==> src/sv/mwpl_pkg.sv <==
`timescale 1ns / 1ps
// ----------------------------------------------------------------------------
// mwpl_pkg
// Shared types, constants and tables of the multi-wall path loss unit.
// ----------------------------------------------------------------------------
package mwpl_pkg;

	localparam int MAX_WALLS  = 16;
	localparam int COORD_BITS = 10;
	localparam int SLOT_BITS  = $clog2(MAX_WALLS);
	localparam int CNT_BITS   = $clog2(MAX_WALLS + 1);
	localparam int LOSS_BITS  = 16;
	localparam int WALL_BITS  = 4 * COORD_BITS + LOSS_BITS;
	localparam int D2_BITS    = 2 * COORD_BITS + 1;
	localparam int EXP_BITS   = $clog2(D2_BITS);
	localparam int LOG_BITS   = EXP_BITS + 16;
	localparam int DIFF_BITS  = COORD_BITS + 1;
	localparam int PROD_BITS  = 2 * DIFF_BITS + 1;
	localparam int ACC_BITS   = 24;
	// Five times log10(2) in Q16.
	localparam logic [16:0] LOG10_2_X5 = 17'd98640;

	// Configuration register indexes.
	localparam logic [2:0] REG_TX_X       = 3'd0;
	localparam logic [2:0] REG_TX_Y       = 3'd1;
	localparam logic [2:0] REG_TX_POWER   = 3'd2;
	localparam logic [2:0] REG_BASE_LOSS  = 3'd3;
	localparam logic [2:0] REG_SLOPE      = 3'd4;
	localparam logic [2:0] REG_WALL_COUNT = 3'd5;

	localparam logic OP_LOAD_WALL = 1'b0;
	localparam logic OP_CELL      = 1'b1;

	typedef struct packed {
		logic [COORD_BITS-1:0] ax;
		logic [COORD_BITS-1:0] ay;
		logic [COORD_BITS-1:0] bx;
		logic [COORD_BITS-1:0] by;
		logic [LOSS_BITS-1:0]  loss;
	} wall_t;

	// Sequencer states.
	typedef enum logic [4:0] {
		ST_IDLE,
		ST_SQ,
		ST_DIST,
		ST_NORM,
		ST_LOG,
		ST_TERM,
		ST_WALL_RD,
		ST_O1,
		ST_O2,
		ST_O3,
		ST_O4,
		ST_O5,
		ST_O6,
		ST_O7,
		ST_O8,
		ST_SUM,
		ST_OUT
	} state_t;

	// log2(1 + i/16) in Q16.
	function automatic logic [16:0] log2_tab(input logic [4:0] i);
		logic [16:0] t;
		unique case (i)
			5'd0:  t = 17'd0;
			5'd1:  t = 17'd5732;
			5'd2:  t = 17'd11136;
			5'd3:  t = 17'd16248;
			5'd4:  t = 17'd21098;
			5'd5:  t = 17'd25711;
			5'd6:  t = 17'd30109;
			5'd7:  t = 17'd34312;
			5'd8:  t = 17'd38336;
			5'd9:  t = 17'd42196;
			5'd10: t = 17'd45904;
			5'd11: t = 17'd49472;
			5'd12: t = 17'd52911;
			5'd13: t = 17'd56229;
			5'd14: t = 17'd59434;
			5'd15: t = 17'd62534;
			5'd16: t = 17'd65536;
			default: t = 17'd0;
		endcase
		return t;
	endfunction

endpackage

==> src/sv/mwpl_ram.sv <==
`timescale 1ns / 1ps
// ----------------------------------------------------------------------------
// mwpl_ram
// Generic single-port-write, registered-read RAM.
// ----------------------------------------------------------------------------
module mwpl_ram #(
	parameter int WIDTH = 8,
	parameter int DEPTH = 16
) (
	input  logic                     clk,
	input  logic                     wr_en,
	input  logic [$clog2(DEPTH)-1:0] wr_addr,
	input  logic [WIDTH-1:0]         wr_data,
	input  logic [$clog2(DEPTH)-1:0] rd_addr,
	output logic [WIDTH-1:0]         rd_data
);

	logic [WIDTH-1:0] mem [DEPTH];

	// Write port and registered read port.
	always_ff @(posedge clk) begin
		if (wr_en) begin
			mem[wr_addr] <= wr_data;
		end
		rd_data <= mem[rd_addr];
	end

endmodule

==> src/sv/mwpl_core.sv <==
`timescale 1ns / 1ps
// ----------------------------------------------------------------------------
// mwpl_core
// Sequencer and shared multiplier datapath for one cell item.
// ----------------------------------------------------------------------------
module mwpl_core (
	input  logic                                  clk,
	input  logic                                  arst_n,
	input  logic                                  start,
	input  logic [mwpl_pkg::COORD_BITS-1:0]       cx,
	input  logic [mwpl_pkg::COORD_BITS-1:0]       cy,
	input  logic [mwpl_pkg::COORD_BITS-1:0]       tx_x,
	input  logic [mwpl_pkg::COORD_BITS-1:0]       tx_y,
	input  logic signed [15:0]                    tx_power,
	input  logic signed [16:0]                    base_loss,
	input  logic [3:0]                            slope,
	input  logic [4:0]                            wall_count,
	output logic [mwpl_pkg::SLOT_BITS-1:0]        rd_addr,
	input  mwpl_pkg::wall_t                       rd_wall,
	output logic                                  busy,
	output logic                                  done,
	output logic signed [15:0]                    rx_power,
	output logic [4:0]                            walls_crossed
);
	import mwpl_pkg::*;

	state_t state_q, state_d;

	logic signed [DIFF_BITS-1:0] dx_q, dy_q;
	logic [D2_BITS-1:0]          d2_q;
	logic [EXP_BITS-1:0]         e_q;
	logic [15:0]                 f_q;
	logic [LOG_BITS-1:0]         log_q;
	logic [ACC_BITS+16:0]        term_q;
	logic signed [PROD_BITS:0]   part_q;
	logic signed [PROD_BITS:0]   den_q;
	logic signed [PROD_BITS:0]   oc1_q, oc2_q;
	logic signed [ACC_BITS-1:0]  acc_q;
	logic [CNT_BITS-1:0]         cnt_q;
	logic [CNT_BITS-1:0]         nwall;
	logic [4:0]                  crossed_q;
	logic                        zero_q;
	wall_t                       w_q;

	// Shared multiplier: one signed 26 x 18 product per cycle.
	logic signed [25:0]          ma;
	logic signed [17:0]          mb;
	logic signed [43:0]          mp;
	assign mp = ma * mb;

	assign nwall = (wall_count > 5'(MAX_WALLS)) ? CNT_BITS'(MAX_WALLS) : CNT_BITS'(wall_count);
	assign rd_addr = cnt_q[SLOT_BITS-1:0];
	assign busy = (state_q != ST_IDLE);

	// Next state.
	always_comb begin
		state_d = state_q;
		unique case (state_q)
			ST_IDLE:    if (start) state_d = ST_SQ;
			ST_SQ:      state_d = ST_DIST;
			ST_DIST:    state_d = ST_NORM;
			ST_NORM:    state_d = zero_q ? ST_OUT : ST_LOG;
			ST_LOG:     state_d = ST_TERM;
			ST_TERM:    state_d = ST_WALL_RD;
			ST_WALL_RD: state_d = (cnt_q < nwall) ? ST_O1 : ST_SUM;
			ST_O1:      state_d = ST_O2;
			ST_O2:      state_d = ST_O3;
			ST_O3:      state_d = ST_O4;
			ST_O4:      state_d = ST_O5;
			ST_O5:      state_d = ST_O6;
			ST_O6:      state_d = ST_O7;
			ST_O7:      state_d = ST_O8;
			ST_O8:      state_d = ST_WALL_RD;
			ST_SUM:     state_d = ST_OUT;
			ST_OUT:     state_d = ST_IDLE;
			default:    state_d = ST_IDLE;
		endcase
	end

	// Multiplier operand selection.
	always_comb begin
		ma = '0;
		mb = '0;
		unique case (state_q)
			ST_SQ: begin
				ma = 26'(dx_q);
				mb = 18'(dx_q);
			end
			ST_DIST: begin
				ma = 26'(dy_q);
				mb = 18'(dy_q);
			end
			ST_LOG: begin
				ma = 26'(signed'({1'b0, log2_tab({1'b0, f_q[15:12]} + 5'd1)
					- log2_tab({1'b0, f_q[15:12]})}));
				mb = 18'(signed'({1'b0, f_q[11:0]}));
			end
			ST_TERM: begin
				ma = 26'(signed'({1'b0, log_q}));
				mb = 18'(signed'({1'b0, slope}));
			end
			ST_SUM: begin
				ma = 26'(signed'({1'b0, term_q[24:0]}));
				mb = 18'(signed'({1'b0, LOG10_2_X5}));
			end
			// Denominator of the two lines.
			ST_O1: begin
				ma = 26'(dx_q);
				mb = 18'(signed'({1'b0, w_q.by}) - signed'({1'b0, w_q.ay}));
			end
			ST_O2: begin
				ma = 26'(dy_q);
				mb = 18'(signed'({1'b0, w_q.bx}) - signed'({1'b0, w_q.ax}));
			end
			// Side of wall endpoint A against the path.
			ST_O3: begin
				ma = 26'(dx_q);
				mb = 18'(signed'({1'b0, w_q.ay}) - signed'({1'b0, tx_y}));
			end
			ST_O4: begin
				ma = 26'(dy_q);
				mb = 18'(signed'({1'b0, w_q.ax}) - signed'({1'b0, tx_x}));
			end
			// Side of wall endpoint B against the path.
			ST_O5: begin
				ma = 26'(dx_q);
				mb = 18'(signed'({1'b0, w_q.by}) - signed'({1'b0, tx_y}));
			end
			ST_O6: begin
				ma = 26'(dy_q);
				mb = 18'(signed'({1'b0, w_q.bx}) - signed'({1'b0, tx_x}));
			end
			// Side of the transmitter against the wall.
			ST_O7: begin
				ma = 26'(signed'({1'b0, w_q.bx}) - signed'({1'b0, w_q.ax}));
				mb = 18'(signed'({1'b0, tx_y}) - signed'({1'b0, w_q.ay}));
			end
			ST_O8: begin
				ma = 26'(signed'({1'b0, w_q.by}) - signed'({1'b0, w_q.ay}));
				mb = 18'(signed'({1'b0, tx_x}) - signed'({1'b0, w_q.ax}));
			end
			default: begin
				ma = '0;
				mb = '0;
			end
		endcase
	end

	// Crossing decision from the orientation products of the current wall.
	logic signed [PROD_BITS+1:0] oa1, oa2;
	logic                        hit;
	always_comb begin
		// The cell's side of the wall follows from the transmitter's side and the
		// denominator.
		oa1 = (PROD_BITS+2)'(part_q) - (PROD_BITS+2)'(mp);
		oa2 = oa1 - (PROD_BITS+2)'(den_q);
		hit = (den_q != 0)
			&& !(((oc1_q > 0) && (oc2_q > 0)) || ((oc1_q < 0) && (oc2_q < 0)))
			&& !(((oa1 > 0) && (oa2 > 0)) || ((oa1 < 0) && (oa2 < 0)));
	end

	// Normalizer input: highest set bit of d2.
	logic [EXP_BITS-1:0] msb;
	always_comb begin
		msb = '0;
		for (int i = 0; i < D2_BITS; i++) begin
			if (d2_q[i]) msb = EXP_BITS'(i);
		end
	end

	// Datapath registers.
	always_ff @(posedge clk) begin
		unique case (state_q)
			ST_IDLE: begin
				dx_q <= signed'({1'b0, cx}) - signed'({1'b0, tx_x});
				dy_q <= signed'({1'b0, cy}) - signed'({1'b0, tx_y});
			end
			ST_SQ: begin
				d2_q <= D2_BITS'(mp);
			end
			ST_DIST: begin
				d2_q <= d2_q + D2_BITS'(mp);
			end
			ST_NORM: begin
				e_q <= msb;
				f_q <= 16'(({16'b0, d2_q} << 16) >> msb);
				zero_q <= 1'b0;
			end
			ST_LOG: begin
				log_q <= {e_q, 16'b0} + LOG_BITS'(log2_tab({1'b0, f_q[15:12]}))
					+ LOG_BITS'(mp[40:12]);
			end
			ST_TERM: begin
				term_q <= (ACC_BITS+17)'(mp[40:0]);
				acc_q <= ACC_BITS'(tx_power) - ACC_BITS'(base_loss);
			end
			ST_WALL_RD: begin
				w_q <= rd_wall;
			end
			ST_O1: part_q <= (PROD_BITS+1)'(mp);
			ST_O2: den_q <= part_q - (PROD_BITS+1)'(mp);
			ST_O3: part_q <= (PROD_BITS+1)'(mp);
			ST_O4: oc1_q <= part_q - (PROD_BITS+1)'(mp);
			ST_O5: part_q <= (PROD_BITS+1)'(mp);
			ST_O6: oc2_q <= part_q - (PROD_BITS+1)'(mp);
			ST_O7: part_q <= (PROD_BITS+1)'(mp);
			ST_O8: begin
				if (hit) begin
					acc_q <= acc_q - ACC_BITS'(signed'({1'b0, w_q.loss}));
				end
			end
			ST_SUM: begin
				acc_q <= acc_q - ACC_BITS'(signed'({1'b0,
					18'((mp[42:0] + 43'(1 << 23)) >> 24)}));
			end
			default: begin
			end
		endcase
		if (state_q == ST_IDLE && start) begin
			zero_q <= (cx == tx_x) && (cy == tx_y);
			acc_q <= ACC_BITS'(tx_power);
		end
	end

	// Control registers. The wall counter steps as a wall is captured, so the
	// table read of the next wall is under way during the products.
	always_ff @(posedge clk or negedge arst_n) begin
		if (!arst_n) begin
			state_q <= ST_IDLE;
			cnt_q <= '0;
			crossed_q <= '0;
		end else begin
			state_q <= state_d;
			if (state_q == ST_IDLE) begin
				cnt_q <= '0;
				crossed_q <= '0;
			end else if (state_q == ST_WALL_RD) begin
				if (cnt_q < nwall) cnt_q <= cnt_q + 1'b1;
			end else if (state_q == ST_O8) begin
				if (hit) crossed_q <= crossed_q + 1'b1;
			end
		end
	end

	// Result: saturate the accumulated power.
	always_comb begin
		done = (state_q == ST_OUT);
		walls_crossed = crossed_q;
		if (acc_q > 24'sd32767) rx_power = 16'sh7FFF;
		else if (acc_q < -24'sd32768) rx_power = -16'sh8000;
		else rx_power = acc_q[15:0];
	end

endmodule

==> src/sv/multi_wall_path_loss_unit.sv <==
`timescale 1ns / 1ps
// ----------------------------------------------------------------------------
// multi_wall_path_loss_unit
// Received power at a grid cell under a multi-wall indoor path-loss model.
// ----------------------------------------------------------------------------
// Channel   Direction  Handshake            Payload
// s_axis    in         tvalid/tready        tdata, tuser = opcode
// m_axis    out        tvalid/tready        tdata
// cfg       in         cfg_valid/cfg_ready  cfg_index, cfg_data
//
// A wall item goes into the wall table on acceptance; the input stays ready.
// A cell item runs eight multiplier steps per wall on the shared multiplier,
// plus one table read; the transmitter's own cell skips the log and wall steps.
// Reset clears the registers to their defaults; wall entries are undefined
// until loaded. The input stalls while a cell item is at work or while its
// result waits in the output register.
// ----------------------------------------------------------------------------
module multi_wall_path_loss_unit (
	input  logic        clk,
	input  logic        arst_n,
	input  logic        s_axis_tvalid,
	output logic        s_axis_tready,
	// wall_slot[3:0], point_a_x[13:4], point_a_y[23:14], point_b_x[33:24],
	// point_b_y[43:34], wall_loss[59:44], zero fill
	input  logic [63:0] s_axis_tdata,
	// opcode[0]
	input  logic        s_axis_tuser,
	output logic        m_axis_tvalid,
	input  logic        m_axis_tready,
	// rx_power[15:0], walls_crossed[20:16], zero fill
	output logic [23:0] m_axis_tdata,
	input  logic        cfg_valid,
	output logic        cfg_ready,
	input  logic [2:0]  cfg_index,
	input  logic [16:0] cfg_data
);
	import mwpl_pkg::*;

	logic [COORD_BITS-1:0] tx_x_q, tx_y_q;
	logic signed [15:0]    tx_power_q;
	logic signed [16:0]    base_loss_q;
	logic [3:0]            slope_q;
	logic [4:0]            wall_count_q;
	logic                  out_valid_q;
	logic [23:0]           out_data_q;
	logic                  busy, done, in_fire, load;
	logic [SLOT_BITS-1:0]  rd_addr;
	wall_t                 rd_wall, wr_wall;
	logic signed [15:0]    rx_power;
	logic [4:0]            walls_crossed;

	assign cfg_ready = 1'b1;
	assign s_axis_tready = !busy && !out_valid_q;
	assign in_fire = s_axis_tvalid && s_axis_tready;
	assign load = in_fire && (s_axis_tuser == OP_LOAD_WALL);
	assign m_axis_tvalid = out_valid_q;
	assign m_axis_tdata = out_data_q;

	assign wr_wall = '{ax: s_axis_tdata[13:4], ay: s_axis_tdata[23:14],
		bx: s_axis_tdata[33:24], by: s_axis_tdata[43:34], loss: s_axis_tdata[59:44]};

	// Wall table.
	mwpl_ram #(.WIDTH(WALL_BITS), .DEPTH(MAX_WALLS)) u_wall_ram (
		.clk     (clk),
		.wr_en   (load),
		.wr_addr (s_axis_tdata[SLOT_BITS-1:0]),
		.wr_data (wr_wall),
		.rd_addr (rd_addr),
		.rd_data (rd_wall)
	);

	mwpl_core u_core (
		.clk           (clk),
		.arst_n        (arst_n),
		.start         (in_fire && (s_axis_tuser == OP_CELL)),
		.cx            (s_axis_tdata[13:4]),
		.cy            (s_axis_tdata[23:14]),
		.tx_x          (tx_x_q),
		.tx_y          (tx_y_q),
		.tx_power      (tx_power_q),
		.base_loss     (base_loss_q),
		.slope         (slope_q),
		.wall_count    (wall_count_q),
		.rd_addr       (rd_addr),
		.rd_wall       (rd_wall),
		.busy          (busy),
		.done          (done),
		.rx_power      (rx_power),
		.walls_crossed (walls_crossed)
	);

	// Configuration registers.
	always_ff @(posedge clk or negedge arst_n) begin
		if (!arst_n) begin
			tx_x_q <= '0;
			tx_y_q <= '0;
			tx_power_q <= 16'sd5120;
			base_loss_q <= '0;
			slope_q <= 4'd2;
			wall_count_q <= '0;
		end else if (cfg_valid) begin
			unique case (cfg_index)
				REG_TX_X:       tx_x_q <= cfg_data[COORD_BITS-1:0];
				REG_TX_Y:       tx_y_q <= cfg_data[COORD_BITS-1:0];
				REG_TX_POWER:   tx_power_q <= cfg_data[15:0];
				REG_BASE_LOSS:  base_loss_q <= cfg_data;
				REG_SLOPE:      slope_q <= cfg_data[3:0];
				REG_WALL_COUNT: wall_count_q <= cfg_data[4:0];
				default: begin
				end
			endcase
		end
	end

	// Output register.
	always_ff @(posedge clk or negedge arst_n) begin
		if (!arst_n) begin
			out_valid_q <= 1'b0;
		end else if (done) begin
			out_valid_q <= 1'b1;
		end else if (m_axis_tready) begin
			out_valid_q <= 1'b0;
		end
	end

	always_ff @(posedge clk) begin
		if (done) begin
			out_data_q <= {3'b0, walls_crossed, rx_power};
		end
	end

endmodule

==> config.mk <==
export PLATFORM = sky130hd
export DESIGN_NAME = multi_wall_path_loss_unit
export DESIGN_NICKNAME = d
export VERILOG_FILES = /design/src/sv/mwpl_pkg.sv /design/src/sv/mwpl_ram.sv /design/src/sv/mwpl_core.sv /design/src/sv/multi_wall_path_loss_unit.sv
export SDC_FILE = /design/constraint.sdc
export NUM_CORES = 2
export LEC_CHECK = 0
export ABC_CLOCK_PERIOD_IN_PS = 13830
export BUFFER_PORTS_ARGS = -buffer_cell sky130_fd_sc_hd__buf_2
export CELL_PAD_IN_SITES_DETAIL_PLACEMENT = 0
export CELL_PAD_IN_SITES_GLOBAL_PLACEMENT = 1
export CORE_AREA = 4 4 423 425
export CTS_CLUSTER_SIZE = 20
export DETAILED_ROUTE_END_ITERATION = 6
export DIE_AREA = 0 0 427 429
export MAX_ROUTING_LAYER = met4
export PLACE_DENSITY_LB_ADDON = 0.1
export SYNTH_ARGS = -nofsm -noshare
export SYNTH_HDL_FRONTEND = slang
export SYNTH_SLANG_ARGS = --single-unit
==> constraint.sdc <==
create_clock -name clk -period 13.83 [get_ports clk]
set_input_delay 2.766 -clock clk [delete_from_list [all_inputs] [get_ports clk]]
set_output_delay 2.766 -clock clk [all_outputs]
set_load 0.01 [all_outputs]
After elaboration in Yosys (flattened, before gate mapping)
Memory sizes are Yosys's and may differ from the RTL's. A register that Yosys moved wholly into a read port is not among the register bits.
Index checks and enable logic that the tools add are counted.
{"block": "word_totals", "ff_bits": 386, "ram_bits": 896, "rom_bits": 1056, "input_bits": 90, "output_inout_bits": 27, "memories": 4}
{"block": "classes", "addsub": 26, "mul": 1, "order_cmp": 12, "eq_ne": 26, "n_shift": 1, "muxes": 50, "bitwise": 1, "reduce_logical": 43}
{"name": "u_wall_ram.mem", "depth": 16, "word_bits": 56, "rd": 1, "rd_ports_with_merged_regs": 1, "wr": 1, "line_no": "mwpl_ram.sv:18", "source": "logic [WIDTH-1:0] mem [DEPTH];"}
{"name": "(no name shown)", "depth": 32, "word_bits": 17, "rd": 1, "rd_ports_with_merged_regs": 0, "wr": 0, "line_no": "mwpl_pkg.sv:66", "source": "unique case (i)"}
{"name": "(no name shown)", "depth": 16, "word_bits": 16, "rd": 1, "rd_ports_with_merged_regs": 1, "wr": 0, "line_no": "mwpl_pkg.sv:66"}
{"name": "(no name shown)", "depth": 16, "word_bits": 16, "rd": 1, "rd_ports_with_merged_regs": 1, "wr": 0, "line_no": "mwpl_pkg.sv:66"}
{"operator": "$pmux W18 S13", "n": 1}
{"operator": "$pmux W26 S7", "n": 1}
{"operator": "$sub A10 B10 Y11", "n": 12}
{"operator": "$mux W5", "n": 15}
{"operator": "$pmux W5 S15", "n": 1}
{"operator": "$pmux W24 S3", "n": 1}
{"operator": "$mux W17", "n": 3}
{"operator": "$gt A25 B1 Y1 const B", "n": 2}
{"operator": "$lt A25 B1 Y1 const B", "n": 2}
{"operator": "$gt A24 B1 Y1 const B", "n": 2}
{"operator": "$lt A24 B1 Y1 const B", "n": 2}
{"operator": "$mux W24", "n": 2}
{"operator": "$mux W4", "n": 11}
{"operator": "$add A21 B21 Y21", "n": 2}
{"operator": "$add A42 B24 Y42 const B", "n": 1}
{"operator": "$mul A26 B18 Y42", "n": 1}
{"operator": "$pmux W21 S2", "n": 1}
{"operator": "$eq A5 B4 Y1 const B", "n": 8}
{"operator": "$shr A37 B5 Y16", "n": 1}
{"operator": "$reduce_bool A32 Y1", "n": 1}
{"operator": "$sub A24 B25 Y25", "n": 1}
{"operator": "$sub A25 B24 Y25", "n": 1}
{"operator": "$gt A24 B16 Y1 const B", "n": 1}
{"operator": "$lt A24 B16 Y1 const B", "n": 1}
{"operator": "37 further kinds", "n": 86}

Longest topological paths before layout
{"block": "logic_depth", "ltp_word": 22, "mapped_depth": 66}

By module
Synthesis repeated with hierarchy kept, for this count alone.
{"block": "unflattened", "cells_unflattened": 6018, "hier_area_um2": 78524.1}
{"module": "mwpl_core", "instances": 1, "cells_per_inst": 4405, "area_per_inst_um2": 40706.5}
{"module": "mwpl_ram", "instances": 1, "cells_per_inst": 1445, "area_per_inst_um2": 34678.3}
{"module": "multi_wall_path_loss_unit", "instances": 1, "cells_per_inst": 168, "area_per_inst_um2": 3139.3}

Worst setup path before layout
OpenSTA, ideal clock, no wires.
{"block": "synth_timing", "path_type": "flip-flop to flip-flop", "start": "register u_core.f_q[12]", "end": "register u_core.acc_q[0] (enable)", "setup_time_ns": 0.381, "t_arrival_ns": 13.763, "required_time_ns": 13.449, "setup_slack_ns": -0.314, "path_stages_with_launch": 63, "period_less_slack_ns": 14.144, "cell_sequence": "edfxtp_1 > clkbuf_1 > inv_1 > nor2_1 > nand2_1 > xor2_1 > clkbuf_1 > a21oi_1 > nand2_1 > ha_1 > fa_1 > nor2b_1 > o21ai_0 > a21oi_1 > o21ai_0 > a21oi_1 > o21ai_0 > a21boi_0 > [... 27 more ...] > a21oi_1 > a31oi_1 > maj3_1 > a211oi_1 > nor2_1 > ha_1 > nor3b_1 > a21oi_1 > o22ai_1 > a21bo_2 > or4_1 > a2111oi_0 > o2111ai_1 > nor4_1 > a311oi_1 > a221oi_2 > o22ai_1 > nand2_1"}
{"block": "synth_via", "elab_chain_len": 15}
{"item": "start: declaration", "line_no": "mwpl_core.sv:32", "source": "logic [15:0] f_q;"}
{"item": "start signal: assignment", "line_no": "mwpl_core.sv:186", "source": "f_q <= 16'(({16'b0, d2_q} << 16) >> msb);"}
{"item": "$add A4 B1 Y5 *", "line_no": "mwpl_core.sv:94", "source": "ma = 26'(signed'({1'b0, log2_tab({1'b0, f_q[15:12]} + 5'd1)"}
{"item": "$mem_v2 Z32 W17 *"}
{"item": "$mux W17 *", "line_no": "mwpl_core.sv:84", "source": "unique case (state_q)"}
{"item": "$sub A17 B17 Y17 *", "line_no": "mwpl_core.sv:95", "source": "- log2_tab({1'b0, f_q[15:12]})}));"}
{"item": "$pmux W26 S7 *", "line_no": "mwpl_core.sv:84"}
{"item": "$mul A26 B18 Y42 *", "line_no": "mwpl_core.sv:49", "source": "assign mp = ma * mb;"}
{"item": "via u_core.mp[18]", "line_no": "mwpl_core.sv:48", "source": "logic signed [43:0] mp;"}
{"item": "$sub A24 B25 Y25 *", "line_no": "mwpl_core.sv:155", "source": "oa1 = (PROD_BITS+2)'(part_q) - (PROD_BITS+2)'(mp);"}
{"item": "via u_core.oa1[22]", "line_no": "mwpl_core.sv:150", "source": "logic signed [PROD_BITS+1:0] oa1, oa2;"}
{"item": "$sub A25 B24 Y25", "line_no": "mwpl_core.sv:156", "source": "oa2 = oa1 - (PROD_BITS+2)'(den_q);"}
{"item": "$gt A25 B1 Y1 / $lt A25 B1 Y1 (equally long branches)", "line_no": "mwpl_core.sv:159", "source": "&& !(((oa1 > 0) && (oa2 > 0)) || ((oa1 < 0) && (oa2 < 0)));"}
{"item": "$logic_and A1 B1 Y1", "line_no": "mwpl_core.sv:159"}
{"item": "$logic_or A1 B1 Y1 *", "line_no": "mwpl_core.sv:159"}
{"item": "$logic_not A1 Y1 *", "line_no": "mwpl_core.sv:159"}
{"item": "$logic_and A1 B1 Y1 *", "line_no": "mwpl_core.sv:159"}
{"item": "$ne A3 B1 Y1 (no line) *"}
{"item": "$reduce_and A2 Y1 (no line) *"}
{"item": "end signal: assignment", "line_no": "mwpl_core.sv:195", "source": "acc_q <= ACC_BITS'(tx_power) - ACC_BITS'(base_loss);"}
{"item": "end signal: assignment", "line_no": "mwpl_core.sv:209", "source": "acc_q <= acc_q - ACC_BITS'(signed'({1'b0, w_q.loss}));"}
{"item": "end signal: assignment", "line_no": "mwpl_core.sv:213", "source": "acc_q <= acc_q - ACC_BITS'(signed'({1'b0,"}
{"item": "end: declaration", "line_no": "mwpl_core.sv:38", "source": "logic signed [ACC_BITS-1:0] acc_q;"}
Mark *: on every way through the listed nets, which the timed path passes. The rest lies on a longest branch. The select of a mux whose other input is x is not followed.
A chain may end at the register's enable or synchronous reset.

Worst setup path after layout
{"block": "layout_timing", "start": "register u_core.f_q[13]", "end": "register u_core.acc_q[21] (enable)"}
{"block": "layout_via", "elab_chain_len": 15}
{"item": "$add A4 B1 Y5 *", "line_no": "mwpl_core.sv:94"}
{"item": "$mem_v2 Z32 W17 *"}
{"item": "$mux W17 *", "line_no": "mwpl_core.sv:84"}
{"item": "$sub A17 B17 Y17 *", "line_no": "mwpl_core.sv:95"}
{"item": "$pmux W26 S7 *", "line_no": "mwpl_core.sv:84"}
{"item": "$mul A26 B18 Y42 *", "line_no": "mwpl_core.sv:49"}
{"item": "$sub A24 B25 Y25 *", "line_no": "mwpl_core.sv:155"}
{"item": "via u_core.oa1[23]", "line_no": "mwpl_core.sv:150"}
{"item": "$sub A25 B24 Y25", "line_no": "mwpl_core.sv:156"}
{"item": "$gt A25 B1 Y1 / $lt A25 B1 Y1 (equally long branches)", "line_no": "mwpl_core.sv:159"}
{"item": "$logic_and A1 B1 Y1", "line_no": "mwpl_core.sv:159"}
{"item": "$logic_or A1 B1 Y1 *", "line_no": "mwpl_core.sv:159"}
{"item": "$logic_not A1 Y1 *", "line_no": "mwpl_core.sv:159"}
{"item": "$logic_and A1 B1 Y1 *", "line_no": "mwpl_core.sv:159"}
{"item": "$ne A3 B1 Y1 (no line) *"}
{"item": "$reduce_and A2 Y1 (no line) *"}
Marked as above.

==> flow_metrics.env <==
export IMPL_instances_no_fill=8912
export IMPL_yosysTopAreaCell="edfxtp_1"
export IMPL_post_route_min_period_ns=13.50
export IMPL_crit_path_end_kind="register"
export IMPL_cts_htree_levels=4
export IMPL_wire_per_inst_um=23.9
export IMPL_overflow=0
export IMPL_synth_edff_count=1204
export IMPL_die_height_um=429
export IMPL_r2r_end="u_core.acc_q[21]"
export IMPL_cts_reportedPaths_clkPinSlew_ns=0.06
export IMPL_yosys_warnings=0
export IMPL_finalClockSkew_ns=0.0523
export IMPL_synthTopCellsByArea="edfxtp_1, fa_1, mux4_2"
export IMPL_area_growth_from_synthesis_to_final_layout_pct=15.7
export IMPL_pre_cts_slack_ns=-0.970
export IMPL_utilization_pct=51.7
export IMPL_cts_tree="done"
export IMPL_hp_start="u_wall_ram.rd_data[42]"
export IMPL_hold_path_class="register to register"
export IMPL_fmaxAchievable_mhz=74.1
export IMPL_detailedRoute_firstIterationViolations=3541
export IMPL_crit_arrival_ns=14.00
export IMPL_max_cap_violations=0
export IMPL_vias=48500
export IMPL_yosys_register_bits=1354
export IMPL_slew_margin_rel_pct=19.0
export IMPL_die_w_um=427
export IMPL_clock_latency_late_sink_ns=0.80
export IMPL_area_share_of_the_leading_cell_type_in_the_synthesized_netlist_pct=46.2
export IMPL_via_per_inst=5.44
export IMPL_cell_with_the_most_instances_after_synthesis="edfxtp_1"
export IMPL_fin_crit_sh_pct=97.6
export IMPL_synth_avg_cell_area_um2=13.2
export IMPL_worst_tran_pin_value_ns=1.20
export IMPL_io_buffers=108
export IMPL_worst_hold_path_endpoint="u_core.w_q[42]"
export IMPL_most_common_library_cells_after_synthesis="edfxtp_1, inv_1, fa_1"
export IMPL_drt_first_pass_iters=6
export IMPL_required_time_of_the_worst_setup_path_ns=14.32
export IMPL_grt_pass1_wl_um=320000
export IMPL_rsz0062_at_grt="yes"
export IMPL_yosys_most_used_dff="edfxtp_1"
export IMPL_grt_max_degree=126
export IMPL_cts_root_buf="clkbuf_16"
export IMPL_endpoints_failing_hold=0
export IMPL_num_nets_final=7354
export IMPL_initial_utilization_pct=44.7
export IMPL_cts_path_max_buffers=3
export IMPL_post_dp_hpwl_um=153000
export IMPL_synthesis_area_um2=78300
export IMPL_sink_count=1354
export IMPL_ys_types=103
export IMPL_drc=0
export IMPL_synth_yosys_seq_area_share_pct=50.5
export IMPL_drt_total_wl_um=213000
export IMPL_grt_usage_pct=24.1
export IMPL_dpl_cell_count=8597
export IMPL_tns_ns=0
export IMPL_grt_pass1_vias=49700
export IMPL_hold_path_cell_count=0
export IMPL_nFillCells=15400
export IMPL_cp_start_kind="register"
export IMPL_rows=154
export IMPL_ff2ff_setup_slack_ns=0.33
export IMPL_dieArea_um2=183000
export IMPL_cp_slowest_stage_delay_ns=0.56
export IMPL_synthArstFlopShare_pct=5.76
export IMPL_core_region_area_um2=175000
export IMPL_num_io_pins=117
export IMPL_setup_violations_final=0
export IMPL_reg2reg_from="u_core.f_q[13]"
export IMPL_crit_top_cell="fa_1"
export IMPL_cts_made_buffers=143
export IMPL_worst_slack_ns=0.329
export IMPL_antenna_found_initial=15
export IMPL_crit_fanout=6
export IMPL_synth_cells=5929
export IMPL_timing_final_max_slew_violations=0
export IMPL_place_congestion=0.932
export IMPL_drive_above_1_share_pct=20.8
export IMPL_critical_path_class="register to register"
export IMPL_worst_r2r_path_depth=60
export IMPL_outcome="completed"
export IMPL_cts_hold_buffers_added=0
export IMPL_cp_slowest_cell="fa_1"
export IMPL_detail_route_antenna_nets=0
placed cells by master, fill, tap and decap left out, types with 31 or more instances in the layout:
cell / instances
nand3_1: 62
nand2_1: 448
nor3_1: 54
dfrtp_1: 70
mux2i_1: 34
clkbuf_16: 146
fa_1: 451
buf_2: 107
o21ai_0: 173
mux4_2: 287
a211oi_1: 31
inv_1: 776
nand2b_1: 42
a21o_1: 110
a21oi_1: 216
nor2_1: 273
o21bai_1: 35
xor2_1: 59
nor2b_1: 41
ha_1: 345
mux2_2: 48
and2_1: 67
dfxtp_1: 72
xnor2_1: 142
buf_4: 432
edfxtp_1: 1204
registers in the layout, summed over array words and instances (netlist names), 10 cells and up, named ones only:
name / cells
u_wall_ram.mem: 896
u_core.w_q: 56
u_wall_ram.rd_data: 56
u_core.term_q: 25
u_core.acc_q: 24
u_core.den_q: 24
u_core.oc1_q: 24
u_core.oc2_q: 24
u_core.part_q: 24
m_axis_tdata: 21
u_core.d2_q: 21
u_core.log_q: 21
base_loss_q: 17
tx_power_q: 16
u_core.f_q: 16
u_core.dx_q: 11
u_core.dy_q: 11
tx_x_q: 10
tx_y_q: 10
routing by layer:
layer	part of all wire [%]	wire length (µm)	global-route usage, %	vias to the layer above
li1	-	-	-	22400
met2	50	106000	39.4	937
met3	3.5	7550	2.41	227
met1	45	95200	32.8	24900
met4	2.2	4710	5.48	0
met5	0	0	-	-
worst max-delay path by stage:
stage	from	end	slack [ns]	cells after the start
after floorplan	u_core.f_q[12]	u_core.acc_q[0]	0.07	63
after global routing	u_core.f_q[12]	u_core.acc_q[21]	-0.22	61
final	u_core.f_q[13]	u_core.acc_q[21]	0.33	60
after global placement	u_core.f_q[12]	u_core.acc_q[20]	-0.86	63
after CTS	u_core.f_q[12]	u_core.walls_crossed[3]	0.002	63
after detailed placement	u_core.f_q[12]	u_core.acc_q[21]	-0.97	63
critical path: cells and delay by family, from the launching register on:
family / cells / cell delay, ns
compound gates: 25 / 4.50
fa+ha+maj: 11 / 4.32
simple gates: 11 / 2.19
buf+inv: 10 / 1.22
xor+xnor: 3 / 0.56
flops: 1 / 0.42
cells by family after synthesis:
kind of cell	after synthesis	share of synthesized area, %
AND/OR/NAND/NOR	1225	7.37
buffers and inverters	999	4.81
other	2	0.00959
AO/OA/AOI/OAI	942	7.98
multiplexers	369	9.38
adder cells (fa/ha/maj)	825	17.6
XOR/XNOR	213	2.38
flip-flops	1354	50.5
area by class of cell:
class | instances | area [µm²] | area share (%)
multi-input cells | 3578 | 36100 | 39.9
clock buffers | 183 | 3870 | 4.27
inverters | 797 | 2990 | 3.31
well taps | 2340 | 2930 | 3.23
flip-flops and latches | 1354 | 39600 | 43.7
repair buffers | 567 | 4220 | 4.66
diodes | 12 | 30.0 | 0.0332
clock inverters | 81 | 841 | 0.928
what timing repair did:
| item | 4_1_cts | 5_1_grt |
|---|---|---|
| buffers inserted | 17 | 21 |
| endpoints found under the setup margin | 30 | 36 |
| cloned | 1 | 1 |
| pin swaps | 33 | 97 |
| resized for setup | 65 | 155 |
metrics by stage:
stage / hold WS [ns] / area (µm²)
after floorplan: 0.386 / 78300
after global placement: 0.386 / 84600
after detailed placement: 0.389 / 84600
after CTS: 0.400 / 89700
after global routing: 0.406 / 90600
final: 0.394 / 90600
Power is left out: the tool's default activity adds up to more than one toggle a clock period on the data nets, which glitch-free logic cannot reach.
